`src/sv/iaf_pkg.sv`:
```
// Shared types, codes and character constants for the integer to ASCII formatter.
// Used by the top level, the digit unit and the port checker; depends on nothing.
package iaf_pkg;

   // Width of the value field on the request channel
   localparam int VALUE_FIELD_BITS = 32;

   // Format codes carried in the action field
   localparam logic [1:0] ACT_UNSIGNED_DEC = 2'd0;
   localparam logic [1:0] ACT_SIGNED_DEC   = 2'd1;
   localparam logic [1:0] ACT_HEX          = 2'd2;

   // ASCII characters used by the formatter
   localparam logic [6:0] CHAR_ZERO  = 7'h30;
   localparam logic [6:0] CHAR_NINE  = 7'h39;
   localparam logic [6:0] CHAR_A     = 7'h41;
   localparam logic [6:0] CHAR_F     = 7'h46;
   localparam logic [6:0] CHAR_MINUS = 7'h2D;

   // Radix of decimal digits
   localparam logic [3:0] DEC_RADIX = 4'd10;

   // One request item
   typedef struct packed {
      logic [VALUE_FIELD_BITS-1:0] value;
      logic [1:0]                  action;
   } iaf_req_type;

   // One result item: a single character
   typedef struct packed {
      logic [6:0] ascii_char;
      logic       last;
   } iaf_rsp_type;

   // Operations of the shared digit unit
   typedef enum logic [1:0] {
      DOP_HOLD   = 2'd0,
      DOP_LOAD   = 2'd1,
      DOP_DABBLE = 2'd2,
      DOP_SHIFT  = 2'd3
   } iaf_dop_type;

   // Control from the sequencer to the digit unit
   typedef struct packed {
      iaf_dop_type op;
      logic        bit_in;
   } iaf_dctl_type;

   // Map one digit value to its upper-case ASCII character
   function automatic logic [6:0] nib_to_ascii(input logic [3:0] nib);
      logic [6:0] ch;
      if (nib < DEC_RADIX) begin
         ch = CHAR_ZERO + {3'b000, nib};
      end else begin
         ch = CHAR_A + {3'b000, nib - DEC_RADIX};
      end
      return ch;
   endfunction

endpackage

```
`src/sv/integer_to_ascii_formatter.sv`:
```
// Top level of the integer to ASCII formatter: sequencer, binary shifter and output register.
// Depends on iaf_pkg and iaf_digit_unit.
//
// Usage: the req_ channel takes one item holding a value and a format code
// (unsigned decimal, signed decimal, upper-case hex; code 3 acts as hex).
// The rsp_ channel returns the number as ASCII characters, most significant
// first, leading zeros dropped, with last set on the final character.
// Negative signed values start with a minus sign.
// Decimal values go through one double-dabble step per value bit in the
// shared digit unit; hex values load straight into the digit register.
// The sequencer then drops one leading zero digit per cycle and sends one
// character per cycle while the receiver is ready.
// The digit register holds DIGITS digits, where DIGITS is the decimal width
// of VALUE_BITS (10 at 32 bits).
// req_ready is high only while the block is idle; it may accept the next
// item while the final character still waits in the output register.
// When the receiver stalls, the output register holds its character and
// the sequencer waits. Synchronous reset returns the block to idle and
// drops any pending character.
module integer_to_ascii_formatter
   import iaf_pkg::*;
#(
   parameter int VALUE_BITS = 32
) (
   input  logic        clock,
   input  logic        reset,
   input  logic        req_valid,
   output logic        req_ready,
   input  iaf_req_type req_data,
   output logic        rsp_valid,
   input  logic        rsp_ready,
   output iaf_rsp_type rsp_data
);

   localparam int DIGITS = (VALUE_BITS * 30103) / 100000 + 1;
   localparam int DW     = DIGITS * 4;
   localparam int BW     = $clog2(VALUE_BITS + 1);
   localparam int CW     = $clog2(DIGITS + 1);

   typedef enum logic [4:0] {
      ST_IDLE = 5'b00001,
      ST_CONV = 5'b00010,
      ST_SKIP = 5'b00100,
      ST_SIGN = 5'b01000,
      ST_EMIT = 5'b10000
   } state_type;

   state_type             state_ff, state_in;
   logic [VALUE_BITS-1:0] bin_ff, bin_in;
   logic                  neg_ff, neg_in;
   logic [BW-1:0]         bits_ff, bits_in;
   logic [CW-1:0]         cnt_ff, cnt_in;
   logic                  rsp_valid_ff, rsp_valid_in;
   iaf_rsp_type           rsp_ff, rsp_in;

   logic [VALUE_BITS-1:0] val;
   logic [VALUE_BITS-1:0] mag;
   logic                  neg;
   logic                  out_free;
   iaf_dctl_type          dctl;
   logic [DW-1:0]         load_data;
   logic [3:0]            top_digit;

   // Fit the value field to the configured width
   if (VALUE_BITS <= VALUE_FIELD_BITS) begin : g_trunc
      assign val = req_data.value[VALUE_BITS-1:0];
   end else begin : g_ext
      assign val = {{(VALUE_BITS-VALUE_FIELD_BITS){1'b0}}, req_data.value};
   end

   // Take the magnitude of a negative signed value
   assign neg = (req_data.action == ACT_SIGNED_DEC) && val[VALUE_BITS-1];
   assign mag = neg ? (~val + VALUE_BITS'(1)) : val;

   assign out_free  = !rsp_valid_ff || rsp_ready;
   assign req_ready = (state_ff == ST_IDLE);

   iaf_digit_unit #(
      .DIGITS(DIGITS)
   ) u_digits (
      .clock     (clock),
      .ctl       (dctl),
      .load_data (load_data),
      .top_digit (top_digit)
   );

   // Sequence conversion, zero skipping and character output
   always_comb begin
      state_in     = state_ff;
      bin_in       = bin_ff;
      neg_in       = neg_ff;
      bits_in      = bits_ff;
      cnt_in       = cnt_ff;
      rsp_valid_in = rsp_valid_ff && !rsp_ready;
      rsp_in       = rsp_ff;
      dctl.op      = DOP_HOLD;
      dctl.bit_in  = 1'b0;
      load_data    = '0;
      unique case (state_ff)
         ST_IDLE: begin
            if (req_valid) begin
               bin_in  = mag;
               neg_in  = neg;
               dctl.op = DOP_LOAD;
               if (req_data.action[1]) begin
                  // hex digits are the value's nibbles as they stand
                  load_data = {{(DW-VALUE_BITS){1'b0}}, val};
                  cnt_in    = CW'(DIGITS);
                  state_in  = ST_SKIP;
               end else begin
                  bits_in  = BW'(VALUE_BITS);
                  state_in = ST_CONV;
               end
            end
         end
         ST_CONV: begin
            dctl.op     = DOP_DABBLE;
            dctl.bit_in = bin_ff[VALUE_BITS-1];
            bin_in      = {bin_ff[VALUE_BITS-2:0], 1'b0};
            bits_in     = bits_ff - 1'b1;
            if (bits_ff == BW'(1)) begin
               cnt_in   = CW'(DIGITS);
               state_in = ST_SKIP;
            end
         end
         ST_SKIP: begin
            // drop leading zeros, keeping at least one digit
            if (top_digit == 4'h0 && cnt_ff != CW'(1)) begin
               dctl.op = DOP_SHIFT;
               cnt_in  = cnt_ff - 1'b1;
            end else if (neg_ff) begin
               state_in = ST_SIGN;
            end else begin
               state_in = ST_EMIT;
            end
         end
         ST_SIGN: begin
            if (out_free) begin
               rsp_valid_in      = 1'b1;
               rsp_in.ascii_char = CHAR_MINUS;
               rsp_in.last       = 1'b0;
               state_in          = ST_EMIT;
            end
         end
         ST_EMIT: begin
            if (out_free) begin
               rsp_valid_in      = 1'b1;
               rsp_in.ascii_char = nib_to_ascii(top_digit);
               rsp_in.last       = (cnt_ff == CW'(1));
               dctl.op           = DOP_SHIFT;
               cnt_in            = cnt_ff - 1'b1;
               if (cnt_ff == CW'(1)) begin
                  state_in = ST_IDLE;
               end
            end
         end
         default: begin
            state_in = ST_IDLE;
         end
      endcase
   end

   // Control registers
   always_ff @(posedge clock) begin
      if (reset) begin
         state_ff     <= ST_IDLE;
         rsp_valid_ff <= 1'b0;
      end else begin
         state_ff     <= state_in;
         rsp_valid_ff <= rsp_valid_in;
      end
   end

   // Payload registers
   always_ff @(posedge clock) begin
      bin_ff  <= bin_in;
      neg_ff  <= neg_in;
      bits_ff <= bits_in;
      cnt_ff  <= cnt_in;
      rsp_ff  <= rsp_in;
   end

   assign rsp_valid = rsp_valid_ff;
   assign rsp_data  = rsp_ff;

endmodule

```
`src/sv/iaf_digit_unit.sv`:
```
// Digit register with the shared double-dabble step and nibble shifter.
// Depends on iaf_pkg for the control struct and operation codes.
module iaf_digit_unit
   import iaf_pkg::*;
#(
   parameter int DIGITS = 10
) (
   input  logic                  clock,
   input  iaf_dctl_type          ctl,
   input  logic [DIGITS*4-1:0]   load_data,
   output logic [3:0]            top_digit
);

   localparam int DW = DIGITS * 4;

   logic [DW-1:0] digits_ff;
   logic [DW-1:0] digits_in;
   logic [DW-1:0] adjusted;

   // Add three to every digit of five or more before the shift
   always_comb begin
      for (int i = 0; i < DIGITS; i++) begin
         if (digits_ff[i*4 +: 4] >= 4'd5) begin
            adjusted[i*4 +: 4] = digits_ff[i*4 +: 4] + 4'd3;
         end else begin
            adjusted[i*4 +: 4] = digits_ff[i*4 +: 4];
         end
      end
   end

   // Select the next digit register contents
   always_comb begin
      unique case (ctl.op)
         DOP_LOAD:   digits_in = load_data;
         DOP_DABBLE: digits_in = {adjusted[DW-2:0], ctl.bit_in};
         DOP_SHIFT:  digits_in = {digits_ff[DW-5:0], 4'h0};
         default:    digits_in = digits_ff;
      endcase
   end

   always_ff @(posedge clock) begin
      digits_ff <= digits_in;
   end

   assign top_digit = digits_ff[DW-1 -: 4];

endmodule

```
`config.mk`:
```
export PLATFORM = sky130hd
export DESIGN_NAME = integer_to_ascii_formatter
export DESIGN_NICKNAME = d
export VERILOG_FILES = /design/src/sv/iaf_pkg.sv /design/src/sv/integer_to_ascii_formatter.sv /design/src/sv/iaf_digit_unit.sv
export SDC_FILE = /design/constraint.sdc
export NUM_CORES = 1
export LEC_CHECK = 0
export BUFFER_PORTS_ARGS = -buffer_cell sky130_fd_sc_hd__buf_2
export CORE_AREA = 2 2 119 121
export DETAILED_ROUTE_END_ITERATION = 10
export DIE_AREA = 0 0 121 123
export GPL_TIMING_DRIVEN = 0
export PLACE_DENSITY_LB_ADDON = 0.2
export SYNTH_ARGS = -nofsm -noshare
export SYNTH_HDL_FRONTEND = slang
export SYNTH_SLANG_ARGS = --single-unit
```
`constraint.sdc`:
```
create_clock -name clock -period 3.52 [get_ports clock]
set_input_delay 0.176 -clock clock [delete_from_list [all_inputs] [get_ports clock]]
set_output_delay 0.176 -clock clock [all_outputs]
set_load 0.05 [all_outputs]
```
==> results of run 1 <==
cells in the mapped netlist, types with 5 or more instances:
master     n  area [um^2]
nor2_1    38          143
edfxtp_1  91         2730
clkbuf_1  22         82.6
ha_1      28          350
nor3_1    10         50.1
nor4_1     5         31.3
nand2b_1  12         75.1
or3_1      5         31.3
o21ai_0   76          380
o31ai_1    8         60.1
nor3b_1   20          150
xor2_1    22          193
xnor2_1   26          228
o41ai_1    6         52.6
a31oi_1    7         43.8
nand2_1   54          203
a22oi_1   27          203
a21oi_1   53          265
dfxtp_1    6          120
inv_1     37          139
state kept, by name, indices dropped and copies added (netlist names):
register	cells
u_digits.digits_ff	40
bits_ff	6
state_ff	5
neg_ff	1
rsp_data	8
rsp_valid	1
cnt_ff	4
bin_ff	32
routing by layer:
layer / part of all wire / vias to the layer above / track usage
met2: 0.49 / 175 / 0.371
met3: 0.057 / 27 / 0.0475
li1: - / 2349 / -
met4: 0.022 / 0 / 0.0705
met5: 0 / - / 0
met1: 0.43 / 2387 / 0.260
logic make-up (layout without fill, tap and decap cells):
logic type               Yosys count  after routing  share of synthesized area
AO/OA/AOI/OAI                    195            195                      0.193
XOR/XNOR                          48             48                     0.0704
adder cells (fa/ha/maj)           28             28                     0.0587
buffers and inverters             62            125                     0.0396
flip-flops                        97             97                      0.478
multiplexers                       2              2                    0.00335
AND/OR/NAND/NOR                  174            174                      0.157
metrics by stage:
step	std cells	power, W	worst slack (ns)	util	instance area (um^2)
3_3_place_gp	833	0.00363	-0.159	0.472	6430
6_report	849	0.00471	0.401	0.494	6720
4_1_cts	849	0.00471	0.112	0.494	6720
5_1_grt	849	0.00503	0.241	0.494	6720
3_5_place_dp	833	0.00372	-0.245	0.472	6430
2_1_floorplan	606	0.00324	0.489	-	5970
worst max path at each step:
stage | depth (start not counted) | endpoint | from | slack, ns
final | 6 | u_digits.digits_ff[7] | cnt_ff[0] | 0.40
after global placement | 4 | u_digits.digits_ff[0] | state_ff[2] | -0.16
after floorplan | 6 | u_digits.digits_ff[0] | state_ff[2] | 0.49
after detailed placement | 4 | u_digits.digits_ff[36] | state_ff[2] | -0.25
after CTS | 6 | u_digits.digits_ff[5] | cnt_ff[0] | 0.11
after global routing | 6 | u_digits.digits_ff[21] | cnt_ff[0] | 0.24
power by group through the flow:
stage	clock (W)	combinational (W)	sequential, W
floorplan	0	0.00122	0.00202
global placement	0	0.00155	0.00207
detailed placement	0	0.00162	0.00210
CTS	0.00101	0.00164	0.00207
global route	0.00105	0.00186	0.00212
finish	0.000992	0.00164	0.00207
worst max-delay path, cell delays in order (launching register included):
cell and delay [ns]:
edfxtp_1 0.44, ha_1 0.22, nor3b_1 0.15, or4b_2 0.69, o22ai_4 0.37, buf_2 0.32
or2_4 0.55
layout make-up:
type                       instances  area [um^2]
buffer                            25         97.6
clock buffer                      11          233
clock inverter                     5         56.3
fill                            1291         6890
inverter                          37          139
multi-input combinational        447         2890
sequential                        97         2850
tap                              180          225
timing repair buffer              47          235
cells in the final DEF, fill, tap and decap left out, types with 20 or more instances in the layout:
cell type | synthesis | routed
inv_1 | 37 | 37
nand2_1 | 54 | 53
clkbuf_1 | 22 | 24
ha_1 | 28 | 28
a21oi_1 | 53 | 53
nor2_1 | 38 | 38
buf_2 | 3 | 50
o21ai_0 | 76 | 76
edfxtp_1 | 91 | 91
xor2_1 | 22 | 22
a22oi_1 | 27 | 27
xnor2_1 | 26 | 26
nor3b_1 | 20 | 20
what timing repair did:
action,CTS,global route
gates resized for setup,1,1
buffers inserted,0,0
endpoints found under the setup margin,40,40
==> flow_metrics.py, run 1 <==
metrics = {
    "worst_setup_path": {
        "startpoint_of_the_most_critical_register_to_register_path": "cnt_ff[0]",
        "r2r_setup_slack_ns": 0.40,
        "r2r.worst_path.cells": 6,
        "r2r_end": "u_digits.digits_ff[7]",
        "critical_path_class": "reg -> reg",
        "worstSetupEndpointType": "flop",
        "critical_path.startpoint_type": "flop",
        "worstPathRequired_ns": 3.51,
        "crit_fanout": 40,
        "worst-endpoint-arrival_ns": 3.11,
    },
    "clock_network": {
        "clk_pin_slew_worst_paths_ns": 0.06,
        "htree_num_levels": 3,
        "clock_sinks": 97,
        "clk-insertion-delay-late_ns": 0.36,
        "clock_path_buffers": 2,
        "tritoncts": "built",
        "buffer_cell_driving_the_clock_tree_root": "clkbuf_16",
        "cts_made_buffers": 9,
        "post_cts_hold_fix_bufs": 0,
    },
    "routing": {
        "drt_wl_total_um": 15200,
        "drt-initial-drc-count": 395,
        "drt-wirelength-per-cell_um": 17.9,
        "vias_per_cell": 5.82,
        "detail-route-antenna-nets": 0,
        "drtPass1Iterations": 5,
        "overall_via_count_from_detail_route": 4938,
        "route.detailed.drc": 0,
    },
    "die": {
        "core-area_mm2": 0.0136,
        "count_of_standard_cell_rows": 43,
        "pin_count": 48,
        "chipWidth_um": 121,
        "die_span_y_um": 123,
        "initial_utilization": 0.439,
        "die_area_mm2": 0.0149,
    },
    "pwr": {
        "pwr-share-comb": 0.349,
        "leakage_power_nw": 2.38,
        "power.share.sequential": 0.441,
        "power-per-cell-area_mw_per_mm2": 700,
        "power.switching_w": 0.00177,
        "irDropWorstVdd_uv": 394,
        "clock_power_share": 0.211,
        "p_sw_frac": 0.377,
        "cell_internal_pwr_w": 0.00293,
    },
    "sta": {
        "period_needed_ns": 3.12,
        "hold_viol_final": 0,
        "worst_slew_pin_slew_ns": 0.851,
        "finalSetupTns_ns": 0,
        "final_min_period_over_clock_period": 0.886,
        "slew-limit-headroom": 0.431,
        "drv_slew": 0,
        "clock-skew-final_ns": 0.00954,
        "grt_setup_unrepaired": "no",
        "hold_ws_ns": 0.0591,
        "finalSetupViolCount": 0,
        "maxClockFrequency_mhz": 321,
    },
    "synthesis": {
        "synthArstFlopShare": 0,
        "synth_register_bits": 97,
        "synthesis.nets": 672,
        "synth-edff-count": 91,
        "synthesis.instances": 606,
        "synth_cell_type_count": 52,
        "ys_seq_area_frac": 0.478,
        "postSynthAreaPerCell_um2": 9.85,
        "postSynth.topFlopCell": "edfxtp_1",
        "post_synth_instance_area_mm2": 0.00597,
        "yosysWarnings": 0,
    },
    "global_route": {
        "antenna_found_initial": 0,
        "globalRouteTotalUtil": 0.212,
        "grt_pass1_vias": 4927,
        "maximum_number_of_pins_on_one_net_before_global_route_repair": 41,
        "grt_first_pass_wirelength_um": 24300,
        "grt-ovfl-total": 0,
    },
    "cells_and_area": {
        "insertedDiodeCount": 0,
        "syn2layout_area_growth_pct": 12.6,
        "post_route_cells_drive_above_1_share": 0.112,
        "final_net_count": 730,
    },
    "worst_hold_path": {
        "timing.hold.worst.start": "reset",
        "hp-class": "in -> reg",
        "min_path_cells": 2,
        "end_of_the_worst_hold_path": "state_ff[1]",
    },
    "placement": {
        "post-dp-hpwl_um": 11000,
        "place_congestion": 0.870,
        "io_buffer_count": 47,
    },
    "outcome": {
        "run_status": "finished clean",
    },
    "job": {
        "maxCapViolCount": 0,
    },
}
Note: power is estimated with default switching activity, not from simulation.
==> inputs of run 2 (changes only) <==
- CORE_AREA: 2 2 119 121 -> 2 2 124 126
- DIE_AREA: 0 0 121 123 -> 0 0 126 128
- SYNTH_HIERARCHICAL: default -> 1
==> run 2 against run 1 <==
Compared with the run above: register-to-register slack got worse by 0.14 ns; critical path depth rose by 2; non-clock buffer count rose by 7; global-route usage barely moved; combinational power barely moved; synthesized area rose by 8.6%; synthesized cell count rose by 12%; die area rose by 8.4%; clock skew rose by 0.0021 ns; largest power group unchanged; highest routed layer unchanged.
==> flow_metrics.py, run 2 <==
metrics = {
    "sta": {
        "maxClockFrequency_mhz": 307,
        "hold_viol_final": 0,
        "clock-skew-final_ns": 0.0116,
        "slew-limit-headroom": 0.424,
        "finalSetupViolCount": 0,
        "final_min_period_over_clock_period": 0.926,
        "drv_slew": 0,
        "grt_setup_unrepaired": "no",
        "worst_slew_pin_slew_ns": 0.855,
        "finalSetupTns_ns": 0,
        "period_needed_ns": 3.26,
    },
    "routing": {
        "overall_via_count_from_detail_route": 5489,
        "drt-wirelength-per-cell_um": 18.2,
        "drt_wl_total_um": 17100,
        "drt-initial-drc-count": 438,
        "vias_per_cell": 5.85,
        "detail-route-antenna-nets": 0,
        "route.detailed.drc": 0,
        "drtPass1Iterations": 5,
    },
    "worst_setup_path": {
        "worstSetupEndpointType": "flop",
        "worst-endpoint-arrival_ns": 3.28,
        "r2r_end": "u_digits/digits_ff[5]",
        "crit_fanout": 20,
        "setup.worst_path.end": "u_digits/digits_ff[5]",
        "startpoint_of_the_most_critical_register_to_register_path": "cnt_ff[0]",
        "critical_path.startpoint_type": "flop",
        "crit_start": "cnt_ff[0]",
        "r2r_setup_slack_ns": 0.26,
        "critical_path_class": "reg -> reg",
        "worstPathRequired_ns": 3.54,
        "r2r.worst_path.cells": 8,
    },
    "cells_and_area": {
        "final_net_count": 812,
        "largest_register_ffs": 40,
        "post_route_cells_drive_above_1_share": 0.150,
        "syn2layout_area_growth_pct": 12.9,
        "largest-register": "u_digits/digits_ff",
        "insertedDiodeCount": 0,
        "most-common-layout-cells": "edfxtp_1 (91), nand2_1 (60), o21ai_0 (57)",
        "final_util": 0.493,
        "mostFrequentLayoutCell": "edfxtp_1",
    },
    "synthesis": {
        "synth.area.top_cells": "edfxtp_1 (42%), ha_1 (5.4%), o21ai_0 (4.4%)",
        "synth_register_bits": 97,
        "synth-edff-count": 91,
        "synthArstFlopShare": 0,
        "synthesis.instances": 680,
        "yosysTopAreaCellShare": 0.421,
        "most_area_hungry_cell_type_in_the_yosys_netlist": "edfxtp_1",
        "ys_seq_area_frac": 0.440,
        "yosys-top-cells-count": "edfxtp_1 (91), nand2_1 (61), o21ai_0 (57)",
        "postSynthAreaPerCell_um2": 9.53,
        "postSynth.topFlopCell": "edfxtp_1",
        "synth_cell_type_count": 65,
        "synth_most_common_cell": "edfxtp_1",
        "post_synth_instance_area_mm2": 0.00648,
        "yosysWarnings": 6,
    },
    "clock_network": {
        "buffer_cell_driving_the_clock_tree_root": "clkbuf_16",
        "clk_pin_slew_worst_paths_ns": 0.07,
        "clock_sinks": 97,
        "clk-insertion-delay-late_ns": 0.36,
        "htree_num_levels": 3,
        "clock_path_buffers": 2,
        "cts_made_buffers": 9,
        "tritoncts": "built",
        "post_cts_hold_fix_bufs": 0,
    },
    "die": {
        "chipWidth_um": 126,
        "initial_utilization": 0.436,
        "count_of_standard_cell_rows": 45,
        "die_area_mm2": 0.0161,
        "pin_count": 48,
        "core-area_mm2": 0.0149,
        "die_span_y_um": 128,
    },
    "placement": {
        "place_congestion": 0.889,
        "io_buffer_count": 47,
        "post-dp-hpwl_um": 12400,
    },
    "global_route": {
        "grt_pass1_vias": 5329,
        "grt_first_pass_wirelength_um": 27200,
        "antenna_found_initial": 0,
        "globalRouteTotalUtil": 0.213,
        "grt-ovfl-total": 0,
        "maximum_number_of_pins_on_one_net_before_global_route_repair": 33,
    },
    "pwr": {
        "irDropWorstVdd_uv": 343,
        "power-per-cell-area_mw_per_mm2": 638,
        "report.power.total_w": 0.00467,
        "leakage_power_nw": 2.70,
    },
    "job": {
        "maxCapViolCount": 0,
    },
    "worst_hold_path": {
        "hp-class": "in -> reg",
    },
    "outcome": {
        "run_status": "finished clean",
    },
}
[run 2: kinds of logic (layout without fill, tap and decap cells)]
family,count (synthesis),after routing,share of synthesized area
xor+xnor,38,38,0.0513
simple gates,247,248,0.202
mux,23,23,0.0388
fa+ha+maj,28,28,0.0540
flops,97,97,0.440
buf+inv,72,135,0.0455
other cells,1,8,0.000578
compound gates,174,174,0.168
[run 2: routing by layer]
layer | part of all wire | wire, um | track usage
met5 | 0 | 0 | 0
met4 | 0.020 | 342 | 0.0737
met3 | 0.063 | 1070 | 0.0355
met2 | 0.47 | 8060 | 0.348
met1 | 0.45 | 7600 | 0.288
[run 2: report_power, final]
| group | internal [W] | leakage [nW] | switching (W) |
|---|---|---|---|
| Sequential | 0.00171 | 0.907 | 0.000260 |
| Combinational | 0.000622 | 1.63 | 0.00103 |
| Clock | 0.000603 | 0.158 | 0.000455 |
[run 2: worst min-delay path by stage]
stage | from | end | slack (ns) | cells past startpoint
2_1_floorplan | reset | rsp_valid | 0.25 | 1
3_3_place_gp | reset | rsp_valid | 0.43 | 2
3_5_place_dp | reset | state_ff[2] | 0.44 | 2
4_1_cts | reset | state_ff[2] | 0.06 | 2
5_1_grt | reset | rsp_valid | 0.08 | 2
6_report | reset | state_ff[2] | 0.07 | 2
[run 2: metrics by stage]
| step | worst slack [ns] | hold WS [ns] | instance area, um^2 | instances |
|---|---|---|---|---|
| 2_1_floorplan | 0.590 | 0.245 | 6510 | 687 |
| 3_3_place_gp | -0.416 | 0.427 | 6980 | 922 |
| 3_5_place_dp | -0.432 | 0.441 | 6980 | 922 |
| 4_1_cts | 0.0466 | 0.0558 | 7310 | 939 |
| 5_1_grt | 0.0475 | 0.0799 | 7320 | 939 |
| 6_report | 0.260 | 0.0712 | 7320 | 939 |
[run 2: area by class of cell]
type                       instances  area [um^2]
timing repair buffer              47          235
clock buffer                      13          303
tap                              188          235
sequential                        97         2850
inverter                          40          150
buffer                            32          146
fill                            1420         7540
multi-input combinational        519         3380
clock inverter                     3         17.5
[run 2: what timing repair did]
action / CTS / global route
endpoints found under the setup margin: 40 / 56
setup buffers: 0 / 0
gates cloned: 1 / 0
resized for setup: 2 / 3
[run 2: worst max-delay path: stages (launching register included)]
cell,delay (ns)
edfxtp_1,0.44
ha_1,0.24
nor3b_1,0.18
nor4b_2,0.43
a22oi_1,0.22
nand2_1,0.21
buf_2,0.24
clkbuf_1,0.51
or2_4,0.44
